`src/hdl/permutation_pack_unpack_addresser_assert.svh`:
```
// Assertion macros for the permutation addresser.
// Included by the top level; no other dependencies.
`ifndef PERMUTATION_PACK_UNPACK_ADDRESSER_ASSERT_SVH
`define PERMUTATION_PACK_UNPACK_ADDRESSER_ASSERT_SVH

`ifndef NO_ASSERTIONS
// Same-cycle implication, disabled during reset.
`define PPUA_ASSERT(label, clk, rstn, ante, cons) \
    label: assert property (@(posedge clk) disable iff (!rstn) (ante) |-> (cons)) \
        else $error("ppua assertion failed");
// Next-cycle implication, disabled during reset.
`define PPUA_ASSERT_NEXT(label, clk, rstn, ante, cons) \
    label: assert property (@(posedge clk) disable iff (!rstn) (ante) |=> (cons)) \
        else $error("ppua assertion failed");
`else
`define PPUA_ASSERT(label, clk, rstn, ante, cons)
`define PPUA_ASSERT_NEXT(label, clk, rstn, ante, cons)
`endif

`endif

```
`src/hdl/ppua_pkg.sv`:
```
// Shared types and constants for the permutation addresser.
// No dependencies; imported by every module of the block.
package ppua_pkg;

    localparam int PPUA_MAX_ROWS_DEF = 1024;

    // Field and register widths.
    localparam int CANON_W     = 16;
    localparam int CMP_W       = 17;
    localparam int MODE_W      = 2;
    localparam int COUNT_W     = 11;
    localparam int RWIDTH_W    = 13;
    localparam int OFFS_W      = 22;
    localparam int WIDTH_LIMIT = 4096;
    localparam int CFG_IDX_W   = 2;
    localparam int CFG_DATA_W  = 13;

    // Transform modes; the unused code behaves as preserve.
    localparam logic [MODE_W-1:0] MODE_PRESERVE = 2'd0;
    localparam logic [MODE_W-1:0] MODE_PACK     = 2'd1;
    localparam logic [MODE_W-1:0] MODE_UNPACK   = 2'd2;

    // Configuration register indexes.
    localparam logic [CFG_IDX_W-1:0] CFG_MODE  = 2'd0;
    localparam logic [CFG_IDX_W-1:0] CFG_COUNT = 2'd1;
    localparam logic [CFG_IDX_W-1:0] CFG_WIDTH = 2'd2;

    typedef enum logic [1:0] {
        ST_COPY    = 2'd0,
        ST_INVALID = 2'd1,
        ST_SKIPPED = 2'd2
    } status_t;

    // Mark bitmap update issued by the processing stage.
    typedef struct packed {
        logic apply;
        logic first;
        logic set_mark;
        logic clear_all;
    } mark_upd_t;

endpackage

```
`src/hdl/ppua_mark_store.sv`:
```
// Seen-mark bitmap: a row-organized memory with per-row valid bits and write forwarding.
// Depends on ppua_pkg.
module ppua_mark_store
    import ppua_pkg::*;
#(
    parameter int MAX_ROWS = PPUA_MAX_ROWS_DEF
) (
    input  logic               aclk,
    input  logic               aresetn,
    input  logic               rd_en,
    input  logic [CANON_W-1:0] rd_index,
    input  logic [CANON_W-1:0] cur_index,
    input  mark_upd_t          upd,
    output logic               mark_seen
);

    localparam int ROW_BITS = (MAX_ROWS > 8192) ? 256 : 32;
    localparam int COL_W    = $clog2(ROW_BITS);
    localparam int NUM_ROWS = (MAX_ROWS + ROW_BITS - 1) / ROW_BITS;
    localparam int RIDX_W   = (NUM_ROWS > 1) ? $clog2(NUM_ROWS) : 1;
    localparam int DEPTH    = 2 ** RIDX_W;

    logic [ROW_BITS-1:0] mem [DEPTH];
    logic [ROW_BITS-1:0] rdata_reg;
    logic [ROW_BITS-1:0] fwd_data_reg;
    logic                fwd_hit_reg;
    logic [DEPTH-1:0]    row_valid_reg;
    logic [DEPTH-1:0]    row_valid_next;

    logic [RIDX_W-1:0]   rd_row;
    logic [RIDX_W-1:0]   cur_row;
    logic [COL_W-1:0]    cur_col;
    logic [ROW_BITS-1:0] eff_row;
    logic [ROW_BITS-1:0] base_row;
    logic [ROW_BITS-1:0] wdata;
    logic                we;

    assign rd_row  = rd_index[COL_W +: RIDX_W];
    assign cur_row = cur_index[COL_W +: RIDX_W];
    assign cur_col = cur_index[COL_W-1:0];

    // Current row contents: forwarded write data wins over the stale read; invalid rows read zero.
    assign eff_row   = row_valid_reg[cur_row] ? (fwd_hit_reg ? fwd_data_reg : rdata_reg) : '0;
    assign base_row  = upd.first ? '0 : eff_row;
    assign mark_seen = base_row[cur_col];
    assign wdata     = base_row | (ROW_BITS'(1) << cur_col);
    assign we        = upd.apply && upd.set_mark;

    // Row valid bits: a new run or a finished run drops every row at once.
    always_comb begin
        row_valid_next = row_valid_reg;
        if (upd.apply) begin
            if (upd.first) begin
                row_valid_next = '0;
            end
            if (upd.set_mark) begin
                row_valid_next[cur_row] = 1'b1;
            end
            if (upd.clear_all) begin
                row_valid_next = '0;
            end
        end
    end

    always_ff @(posedge aclk) begin
        if (!aresetn) begin
            row_valid_reg <= '0;
            fwd_hit_reg   <= 1'b0;
        end else begin
            row_valid_reg <= row_valid_next;
            if (rd_en) begin
                fwd_hit_reg <= we && (cur_row == rd_row);
            end
        end
    end

    // Memory port: read for the incoming transaction, write for the one leaving the stage.
    always_ff @(posedge aclk) begin
        if (we) begin
            mem[cur_row] <= wdata;
        end
        if (rd_en) begin
            rdata_reg    <= mem[rd_row];
            fwd_data_reg <= wdata;
        end
    end

endmodule

```
`src/hdl/ppua_offset_unit.sv`:
```
// Offset multipliers and the result register of the permutation addresser.
// Depends on ppua_pkg.
module ppua_offset_unit
    import ppua_pkg::*;
(
    input  logic                aclk,
    input  logic                aresetn,
    input  logic                load,
    input  logic [CANON_W-1:0]  src_row,
    input  logic [CANON_W-1:0]  dst_row,
    input  logic [RWIDTH_W-1:0] row_width,
    input  status_t             status,
    input  logic                last,
    input  logic                m_ready,
    output logic                m_valid,
    output logic [OFFS_W-1:0]   m_source_offset,
    output logic [OFFS_W-1:0]   m_destination_offset,
    output logic [1:0]          m_status,
    output logic                m_last
);

    logic [CANON_W+RWIDTH_W-1:0] src_prod;
    logic [CANON_W+RWIDTH_W-1:0] dst_prod;
    logic                        m_valid_reg;
    logic [OFFS_W-1:0]           src_off_reg;
    logic [OFFS_W-1:0]           dst_off_reg;
    status_t                     status_reg;
    logic                        last_reg;

    // Row index times row width, kept to the offset width.
    assign src_prod = src_row * row_width;
    assign dst_prod = dst_row * row_width;

    always_ff @(posedge aclk) begin
        if (!aresetn) begin
            m_valid_reg <= 1'b0;
        end else if (load) begin
            m_valid_reg <= 1'b1;
        end else if (m_ready) begin
            m_valid_reg <= 1'b0;
        end
    end

    always_ff @(posedge aclk) begin
        if (load) begin
            src_off_reg <= src_prod[OFFS_W-1:0];
            dst_off_reg <= dst_prod[OFFS_W-1:0];
            status_reg  <= status;
            last_reg    <= last;
        end
    end

    assign m_valid              = m_valid_reg;
    assign m_source_offset      = src_off_reg;
    assign m_destination_offset = dst_off_reg;
    assign m_status             = status_reg;
    assign m_last               = last_reg;

endmodule

```
`src/hdl/permutation_pack_unpack_addresser.sv`:
```
// An accepted transaction waits in the input register; its result is then held in the offset unit's result register.
// Throughput: one transaction per cycle while the output is empty or m_ready takes the result; the mark check
// is one read-modify-write of the bitmap memory, with the write forwarded to the next transaction's read.
// Reset (aresetn, synchronous, active low) restores mode 0, count 1, width 1, clears the
// row counter and failure flag, and drops every bitmap row valid bit at once (no sweep).
module permutation_pack_unpack_addresser
    import ppua_pkg::*;
#(
    parameter int MAX_ROWS = PPUA_MAX_ROWS_DEF
) (
    input  logic                  aclk,
    input  logic                  aresetn,
    input  logic                  cfg_valid,
    output logic                  cfg_ready,
    input  logic [CFG_IDX_W-1:0]  cfg_index,
    input  logic [CFG_DATA_W-1:0] cfg_data,
    input  logic                  s_valid,
    output logic                  s_ready,
    input  logic [CANON_W-1:0]    s_canonical_index,
    input  logic                  s_first_of_run,
    output logic                  m_valid,
    input  logic                  m_ready,
    output logic [OFFS_W-1:0]     m_source_offset,
    output logic [OFFS_W-1:0]     m_destination_offset,
    output logic [1:0]            m_status,
    output logic                  m_last
);

    localparam int PR_W = $clog2(MAX_ROWS);

    logic [MODE_W-1:0]   mode_reg;
    logic [COUNT_W-1:0]  count_reg;
    logic [RWIDTH_W-1:0] width_reg;

    logic                in_valid_reg;
    logic [CANON_W-1:0]  canon_reg;
    logic                first_reg;
    logic [PR_W-1:0]     physical_row_reg;
    logic [PR_W-1:0]     physical_row_next;
    logic                run_failed_reg;
    logic                run_failed_next;

    logic                accept;
    logic                adv;
    logic [PR_W-1:0]     pr_eff;
    logic                failed_eff;
    logic [CMP_W-1:0]    count_ext;
    logic [CMP_W-1:0]    count_cl;
    logic [CMP_W-1:0]    pr_plus;
    logic [RWIDTH_W-1:0] width_cl;
    logic                permute;
    logic                mark_seen;
    logic                canon_bad;
    logic                done;
    status_t             status;
    logic                last;
    logic [CANON_W-1:0]  src_row;
    logic [CANON_W-1:0]  dst_row;
    logic                set_mark;
    logic                fail_set;
    logic                done_clear;
    mark_upd_t           mark_upd;

    // Configuration writes are taken in any cycle.
    assign cfg_ready = 1'b1;

    always_ff @(posedge aclk) begin
        if (!aresetn) begin
            mode_reg  <= MODE_PRESERVE;
            count_reg <= COUNT_W'(1);
            width_reg <= RWIDTH_W'(1);
        end else if (cfg_valid) begin
            case (cfg_index)
                CFG_MODE:  mode_reg  <= cfg_data[MODE_W-1:0];
                CFG_COUNT: count_reg <= cfg_data[COUNT_W-1:0];
                CFG_WIDTH: width_reg <= cfg_data[RWIDTH_W-1:0];
                default: begin
                end
            endcase
        end
    end

    // Input register; it refills in the same cycle its transaction moves on.
    assign adv     = in_valid_reg && (!m_valid || m_ready);
    assign s_ready = !in_valid_reg || adv;
    assign accept  = s_valid && s_ready;

    always_ff @(posedge aclk) begin
        if (!aresetn) begin
            in_valid_reg <= 1'b0;
        end else if (accept) begin
            in_valid_reg <= 1'b1;
        end else if (adv) begin
            in_valid_reg <= 1'b0;
        end
    end

    always_ff @(posedge aclk) begin
        if (accept) begin
            canon_reg <= s_canonical_index;
            first_reg <= s_first_of_run;
        end
    end

    // Run state as seen by the current transaction; a first item starts from a clean run.
    assign pr_eff     = first_reg ? '0 : physical_row_reg;
    assign failed_eff = first_reg ? 1'b0 : run_failed_reg;

    // Limits: the count saturates at the bitmap size and the width at its maximum.
    assign count_ext = CMP_W'(count_reg);
    assign count_cl  = (count_ext > CMP_W'(MAX_ROWS)) ? CMP_W'(MAX_ROWS) : count_ext;
    assign width_cl  = (width_reg > RWIDTH_W'(WIDTH_LIMIT)) ? RWIDTH_W'(WIDTH_LIMIT) : width_reg;

    assign permute   = (mode_reg == MODE_PACK) || (mode_reg == MODE_UNPACK);
    assign canon_bad = (CMP_W'(canon_reg) >= count_cl) || mark_seen;
    assign pr_plus   = CMP_W'(pr_eff) + CMP_W'(1);
    assign done      = pr_plus >= count_cl;

    // Classify the transaction and pick the source and destination rows.
    always_comb begin
        status     = ST_COPY;
        last       = 1'b0;
        src_row    = '0;
        dst_row    = '0;
        set_mark   = 1'b0;
        fail_set   = 1'b0;
        done_clear = 1'b0;
        if (failed_eff) begin
            status = ST_SKIPPED;
        end else if ((count_reg == '0) || (width_reg == '0)) begin
            status   = ST_INVALID;
            last     = 1'b1;
            fail_set = 1'b1;
        end else if (permute && canon_bad) begin
            status   = ST_INVALID;
            last     = 1'b1;
            fail_set = 1'b1;
        end else begin
            set_mark   = permute;
            last       = done;
            done_clear = done;
            if (mode_reg == MODE_PACK) begin
                src_row = canon_reg;
                dst_row = CANON_W'(pr_eff);
            end else if (mode_reg == MODE_UNPACK) begin
                src_row = CANON_W'(pr_eff);
                dst_row = canon_reg;
            end else begin
                src_row = CANON_W'(pr_eff);
                dst_row = CANON_W'(pr_eff);
            end
        end
    end

    // Row counter and failure flag.
    always_comb begin
        run_failed_next = failed_eff || fail_set;
        if (done_clear) begin
            physical_row_next = '0;
        end else if (status == ST_COPY) begin
            physical_row_next = pr_plus[PR_W-1:0];
        end else begin
            physical_row_next = pr_eff;
        end
    end

    always_ff @(posedge aclk) begin
        if (!aresetn) begin
            physical_row_reg <= '0;
            run_failed_reg   <= 1'b0;
        end else if (adv) begin
            physical_row_reg <= physical_row_next;
            run_failed_reg   <= run_failed_next;
        end
    end

    assign mark_upd = '{apply: adv, first: first_reg, set_mark: set_mark, clear_all: done_clear};

    ppua_mark_store #(
        .MAX_ROWS(MAX_ROWS)
    ) u_mark_store (
        .aclk      (aclk),
        .aresetn   (aresetn),
        .rd_en     (accept),
        .rd_index  (s_canonical_index),
        .cur_index (canon_reg),
        .upd       (mark_upd),
        .mark_seen (mark_seen)
    );

    ppua_offset_unit u_offset_unit (
        .aclk                 (aclk),
        .aresetn              (aresetn),
        .load                 (adv),
        .src_row              (src_row),
        .dst_row              (dst_row),
        .row_width            (width_cl),
        .status               (status),
        .last                 (last),
        .m_ready              (m_ready),
        .m_valid              (m_valid),
        .m_source_offset      (m_source_offset),
        .m_destination_offset (m_destination_offset),
        .m_status             (m_status),
        .m_last               (m_last)
    );

    // Checks on the run control and the result encoding.
`include "permutation_pack_unpack_addresser_assert.svh"

    `PPUA_ASSERT(a_err_zero_offs, aclk, aresetn, m_valid && (m_status != ST_COPY), (m_source_offset == '0) && (m_destination_offset == '0))
    `PPUA_ASSERT_NEXT(a_row_wraps, aclk, aresetn, adv && done_clear, physical_row_reg == '0)
    `PPUA_ASSERT_NEXT(a_fail_sticky, aclk, aresetn, adv && run_failed_reg && !first_reg, run_failed_reg)
    `PPUA_ASSERT(a_mark_mode, aclk, aresetn, mark_upd.apply && mark_upd.set_mark, (mode_reg == MODE_PACK) || (mode_reg == MODE_UNPACK))

endmodule
```
`config.mk`:
```
export PLATFORM = sky130hd
export DESIGN_NAME = permutation_pack_unpack_addresser
export DESIGN_NICKNAME = d
export VERILOG_FILES = /design/src/hdl/ppua_pkg.sv /design/src/hdl/ppua_mark_store.sv /design/src/hdl/ppua_offset_unit.sv /design/src/hdl/permutation_pack_unpack_addresser.sv
export VERILOG_INCLUDE_DIRS = /design/src /design/src/hdl
export SDC_FILE = /design/constraint.sdc
export NUM_CORES = 2
export LEC_CHECK = 0
export ABC_AREA = 1
export BUFFER_PORTS_ARGS = -buffer_cell sky130_fd_sc_hd__clkbuf_2
export CAP_MARGIN = 20
export CORE_MARGIN = 4
export CORE_UTILIZATION = 30
export CTS_BUF_LIST = sky130_fd_sc_hd__clkbuf_4 sky130_fd_sc_hd__clkbuf_8 sky130_fd_sc_hd__clkbuf_16
export DETAILED_ROUTE_END_ITERATION = 8
export PLACE_DENSITY = 0.5
export SYNTH_ARGS = -nofsm -noshare
export SYNTH_HDL_FRONTEND = slang
export SYNTH_HIERARCHICAL = 1
export SYNTH_SLANG_ARGS = --single-unit
```
`constraint.sdc`:
```
create_clock -name aclk -period 11.9 [get_ports aclk]
set_input_delay 1.785 -clock aclk [delete_from_list [all_inputs] [get_ports aclk]]
set_output_delay 1.785 -clock aclk [all_outputs]
set_load 0.02 [all_outputs]
```
Word-level counts from Yosys, hierarchy flattened
Memory sizes are Yosys's and may differ from the RTL's. A register that Yosys moved wholly into a read port is not among the register bits.
Index checks and enable logic that the tools add are counted.
{ "classes": {"n_eq_ne": 5, "addsub": 1, "shift": 1, "mux": 48, "n_reduce_logical": 23, "magnitude_cmp": 7, "bitwise": 2, "mul": 2} }
{ "ops": {"columns": ["cell", "n"], "rows": [
  ["$mux W32", 7],
  ["$mux W16", 9],
  ["$or A32 B32 Y32", 2],
  ["$mul A16 B13 Y22", 2],
  ["$shl A1 B5 Y32 const A", 1],
  ["$mux W10", 3],
  ["$mux W1", 23],
  ["$ge A16 B11 Y1", 1],
  ["$gt A13 B13 Y1 const B", 1],
  ["$logic_not A13 Y1", 1],
  ["$mux W13", 1],
  ["$lt A5 B6 Y1 const B", 2],
  ["$add A10 B1 Y11 const B", 1],
  ["$ge A11 B11 Y1", 1],
  ["$gt A11 B11 Y1 const B", 1],
  ["$logic_not A11 Y1", 1],
  ["$mux W11", 1],
  ["$bmux W1 S5", 2],
  ["$logic_and A1 B1 Y1", 6],
  ["$logic_or A1 B1 Y1", 6],
  ["$reduce_and A2 Y1", 3],
  ["$demux W1 S5", 1],
  ["$eq A5 B5 Y1", 1],
  ["$ge A5 B1 Y1 const B", 1],
  ["6 further kinds", 11]
]} }
{ "word_totals": {"n_memories": 1, "input_bits": 37, "reg_bits": 168, "output_inout_bits": 50, "mem_bits_rw": 1024} }
{ "mem_list": {"columns": ["memory", "words", "width", "rd", "rd_clocked_by_memory_dff", "write_ports", "line", "text"], "rows": [
  ["u_mark_store.mem", 32, 32, 1, 1, 1, "ppua_mark_store.sv:23", "logic [ROW_BITS-1:0] mem [DEPTH];"]
]} }

Logic depth before layout (Yosys ltp)
{ "logic_depth": {"ltp_word": 14, "mapped_depth": 51, "mapped_depth_nobuf": 46} }

Modules after synthesis
The synthesis kept the hierarchy.
{ "by_module_without_submodules": {"columns": ["mod", "n_inst", "area_each_um2", "cells_per_inst"], "rows": [
  ["ppua_mark_store", 1, 44522.7, 3451],
  ["ppua_offset_unit", 1, 13591.8, 1773],
  ["permutation_pack_unpack_addresser", 1, 3628.5, 508]
]} }

Worst setup path after synthesis
Ideal clock, no wire load.
{ "synth_path": {"path_kind": "register to register", "startpoint": "reg canon_reg[5]", "endpoint": "reg u_offset_unit.src_off_reg[21] (netlist: u_offset_unit/m_source_offset[21]), data pin", "slack_ns": 4.697, "stages_incl_launch_ff": 47, "n_path_buf": 6, "arrival_ns": 6.951, "cell_sequence": "edfxtp_1 -> buf_2 -> buf_2 -> nand2_1 -> nand2_1 -> nand2_1 -> nand2_1 -> nand2_1 -> nand2_1 -> nor2_2 -> nand2_4 -> buf_6 -> nand2_1 -> nor2_1 -> nor2_1 -> nand2_1 -> nand3_1 -> nand2_1 -> [11 not listed] -> fa_1 -> inv_1 -> fa_1 -> fa_1 -> fa_1 -> inv_1 -> fa_1 -> inv_1 -> ha_1 -> nand2_2 -> inv_1 -> nand3_2 -> nor3_1 -> nand4_1 -> nand3_1 -> inv_1 -> nand2_1 -> nand2_1"} }
{ "synth_via": {"elab_chain_cells": 12, "word_cells_on_any_way": 14, "cone_classes": "mul (1); order compare (1); mux (10); reduce/logical (2)"} }
{ "synth_lines": {"columns": ["item", "line", "text"], "rows": [
  ["start: declaration", "permutation_pack_unpack_addresser.sv:36", "logic [CANON_W-1:0] canon_reg;"],
  ["start signal: assignment", "permutation_pack_unpack_addresser.sv:100", "canon_reg <= s_canonical_index;"],
  ["$bmux W1 S5", "ppua_mark_store.sv:43", "assign eff_row = row_valid_reg[cur_row] ? (fwd_hit_reg ? fwd_data_reg : rdata_reg) : '0;"],
  ["$mux W1 (implied by the code)", "ppua_mark_store.sv:43", null],
  ["$mux W32", "ppua_mark_store.sv:43", null],
  ["$mux W32", "ppua_mark_store.sv:44", "assign base_row = upd.first ? '0 : eff_row;"],
  ["$bmux W1 S5", "ppua_mark_store.sv:45", "assign mark_seen = base_row[cur_col];"],
  ["$mux W1 (implied by the code)", "ppua_mark_store.sv:45", null],
  ["net mark_seen", "permutation_pack_unpack_addresser.sv:52", "logic mark_seen;"],
  ["$logic_or A1 B1 Y1", "permutation_pack_unpack_addresser.sv:115", "assign canon_bad = (CMP_W'(canon_reg) >= count_cl) || mark_seen;"],
  ["$logic_and A1 B1 Y1", "permutation_pack_unpack_addresser.sv:134", "end else if (permute && canon_bad) begin"],
  ["$mux W16", "permutation_pack_unpack_addresser.sv:134", null],
  ["$mux W16", "permutation_pack_unpack_addresser.sv:130", "end else if ((count_reg == '0) || (width_reg == '0)) begin"],
  ["$mux W16", "permutation_pack_unpack_addresser.sv:128", "if (failed_eff) begin"],
  ["net src_row[9]", "permutation_pack_unpack_addresser.sv:57", "logic [CANON_W-1:0] src_row;"],
  ["$mul A16 B13 Y22", "ppua_offset_unit.sv:31", "assign src_prod = src_row * row_width;"],
  ["net u_offset_unit.src_prod[21]", "ppua_offset_unit.sv:22", "logic [CANON_W+RWIDTH_W-1:0] src_prod;"],
  ["end signal: assignment", "ppua_offset_unit.sv:46", "src_off_reg <= src_prod[OFFS_W-1:0];"],
  ["end: declaration", "ppua_offset_unit.sv:25", "logic [OFFS_W-1:0] src_off_reg;"]
]} }
The timed path passes the listed nets, and every way through them passes these cells. The select of a mux whose other input is x is not followed.
A chain may end at the register's enable or synchronous reset.

Worst setup path after layout
{ "layout_path": {"startpoint": "reg canon_reg[6]", "endpoint": "reg u_offset_unit.src_off_reg[21] (netlist: u_offset_unit/m_source_offset[21]), data pin"} }
The elaborated chain is that of the path after synthesis.

==> summary.txt <==
outcome: completed
critical path arrival: 9680 ps
total of max-cap violations: 0
Syn. warnings: 6
Yosys top cell by area: edfxtp_1
nets@finish: 6,176
Clock transition at path regs: 70 ps
CP required: 12,430 ps
total number of vias: 42,880
Residual DRC: 0
Final min period: 9160 ps
CP max stage delay: 960 ps
Least-Margin Pin Slew: 1070 ps
most common cell in the netlist: edfxtp_1
critical path's slowest cell: a211oi_2
final hold vios: 0
multi-input combinational cell area: 22,000 sq um
Ports: 87
post-CTS setup buffers: 0
pwr dens: 136 nW/um^2
number of flip-flops in the largest register: 1,024
largest net degree at the start of global routing: 153
Placer Congestion: 0.832
critical path class: flip-flop to flip-flop
Tcrit/Tclk final: 76.9%
Worst Hold Class: flip-flop to flip-flop
Rows: 166
Area contributors post-synth: edfxtp_1 56%, fa_1 8.8%, o21ai_0 5.2%
H-tree levels: 4
Avg Cell Area, Syn: 10.8 sq um
first-pass iteration count of the detailed router: 6
RSZ-0062 raised after global routing: false
sw frac: 24.6%
vias in the first global route: 42,122
Post-synth EDFFs: 1,152
Leak Pwr: 28.3 nW
post-route cell area: 70,000 sq um
post-synthesis cell type count: 50
DRT Wirelength: 186,000 um
setup TNS: 0 ps
die area: 213,000 sq um
Chip Height: 462 um
GRT Total Usage: 17.3%
Max Slew Vio Count: 0
Synth top cells by count: 1,152 x edfxtp_1, 815 x nand2_1, 780 x nor2_1
Slew HR: 28.6%
critical path launch point type: flip-flop
cell area after placement: 65,600 sq um
synthesized instance count: 5,732
PostCTS Resize Cnt: 0
total CTS buffers: 132
area share of the leading cell type in the synthesized netlist: 56.0%
CTS tree: done
clock power share: 42.3%
power share of the combinational group: 7.9%
asr flop ratio synth: 0%
initial antenna violation count: 5
GRT overflow: 0
CP bufs+invs: 6
clock sinks: 1,224
Max clock buf depth: 3
DP HPWL: 102,000 um
Seq. cell area: 36,000 sq um
first-pass GRT wire length: 276,000 um
Sw Pwr: 2.34 mW
Post-Place Cells: 8,288
Initial Util: 30.2%
FF+latch count, synth: 1,224
Seq/Total Area, Yosys: 58.4%
Pwr Total: 9.51 mW
PortBufs: 85
Root Driver: clkbuf_16
final setup fails: 0
R2R Setup Slk: 2740 ps
Routed Antenna Nets: 0
hold_buf cts: 0
Flop pwr share: 49.7%
Layout Area Growth over Synthesis: 13.3%
Int Power: 7.17 mW
FMAX: 109 MHz
clock skew: 45.4 ps
top_reg_cell synth: edfxtp_1
Clk Latency, worst-skew pair: 780 ps
Die Wd: 462 um
Util after Layout: 34.2%
ratio of cells with drive above 1 in the final layout: 9.70%
Syn Nets: 6,162
final std cells w/o fill: 8,527
core area: 205,000 sq um
initial DRC count: 4,077
Setup crit end kind: flip-flop
Avg WL per Cell: 21.8 um
CP delay by family, top: simple AND/OR/NAND/NOR gates
crit-path max FO: 51
Netlist Area Pre-Place: 61,700 sq um
Via density: 5.03
CP most frequent cell: nand2_1
Biggest register: u_mark_store/mem
number of fill cells: 20,486
worst vdd ir: 0.000146 V
-- layer usage --
metal | GRT usage, % | part of all wire, % | up-vias
met4 | 5.30 | 3.0 | 0
met1 | 23.3 | 44 | 21595
met3 | 2.62 | 6.1 | 284
met2 | 28.6 | 47 | 1360
met5 | 0 | 0 | -
li1 | - | - | 19641
-- worst paths after layout --
check | end | from | depth (start not counted)
worst min register to register | width_reg[0] | width_reg[0] | 2
worst min-delay path | width_reg[0] | width_reg[0] | 2
worst max-delay path | u_offset_unit/m_source_offset[21] | canon_reg[6] | 39
worst max register to register | u_offset_unit/m_source_offset[21] | canon_reg[6] | 39
-- power groups by stage --
stage          Combinational (mW)  Clock [mW]  Sequential (mW)
6_report                    0.752        4.03             4.73
3_3_place_gp                0.745           0             4.82
4_1_cts                     0.753        4.13             4.73
5_1_grt                     0.836        4.32             4.73
2_1_floorplan               0.475           0             4.83
3_5_place_dp                0.750           0             4.82
-- logic make-up (layout without fill, tap and decap cells) --
| kind of cell | count (synthesis) | after routing | share of synthesized area [%] |
|---|---|---|---|
| AOI/OAI and AO/OA | 1133 | 1133 | 10.8 |
| xor gates and xnor gates | 36 | 36 | 0.511 |
| and+or+nand+nor | 1892 | 1892 | 12.4 |
| DFF | 1224 | 1224 | 58.4 |
| other | 1 | 3 | 0.00607 |
| buffers and inverters | 1053 | 1158 | 6.63 |
| adders and majority gates | 393 | 393 | 11.2 |
-- worst min-delay path, stage by stage, from the launching register on --
cell     delay (ps)
dfxtp_1         320
nand2_1          50
nand3_1          60
-- layout by cell type, fill, tap and decap left out, types with 5 or more instances in the layout --
cell type | synthesis | layout
o21ai_2 | 3 | 34
o21ai_0 | 647 | 615
buf_8 | 0 | 12
dfxtp_1 | 72 | 72
nor2_1 | 780 | 769
inv_6 | 0 | 5
nor3_1 | 55 | 23
nor2_2 | 4 | 15
clkbuf_4 | 0 | 37
clkbuf_16 | 0 | 134
o221ai_1 | 168 | 168
clkinv_1 | 4 | 30
fa_1 | 270 | 270
inv_2 | 9 | 9
o21ai_1 | 7 | 8
a21oi_1 | 125 | 125
nand3b_1 | 6 | 6
clkbuf_2 | 0 | 81
clkinv_16 | 0 | 6
a32oi_1 | 24 | 24
inv_1 | 692 | 688
nand3_1 | 150 | 150
ha_1 | 123 | 123
a31oi_1 | 35 | 35
buf_4 | 12 | 122
nor3_2 | 1 | 33
xor2_1 | 28 | 28
o22ai_1 | 92 | 92
edfxtp_1 | 1152 | 1152
xnor2_1 | 8 | 8
nand4_1 | 52 | 52
a211oi_2 | 8 | 19
nand2_1 | 815 | 815
nand2_2 | 8 | 8
-- through the flow --
| stage | worst slack (ps) | hold slack [ps] |
|---|---|---|
| after global routing | 1920 | 478 |
| after detailed placement | 2660 | 448 |
| after global placement | 2490 | 442 |
| after floorplan | 4700 | 429 |
| final | 2740 | 462 |
| after CTS | 2630 | 461 |
-- final cells by class --
class / instances / area share, %
antenna: 2 / 0.00715
inverter: 705 / 3.82
multi-input combinational: 3455 / 31.4
sequential: 1224 / 51.5
clock inverter: 53 / 0.803
timing repair buffer: 228 / 2.43
clock buffer: 172 / 5.21
tap: 2688 / 4.81
(Power assumes the default switching activity.)
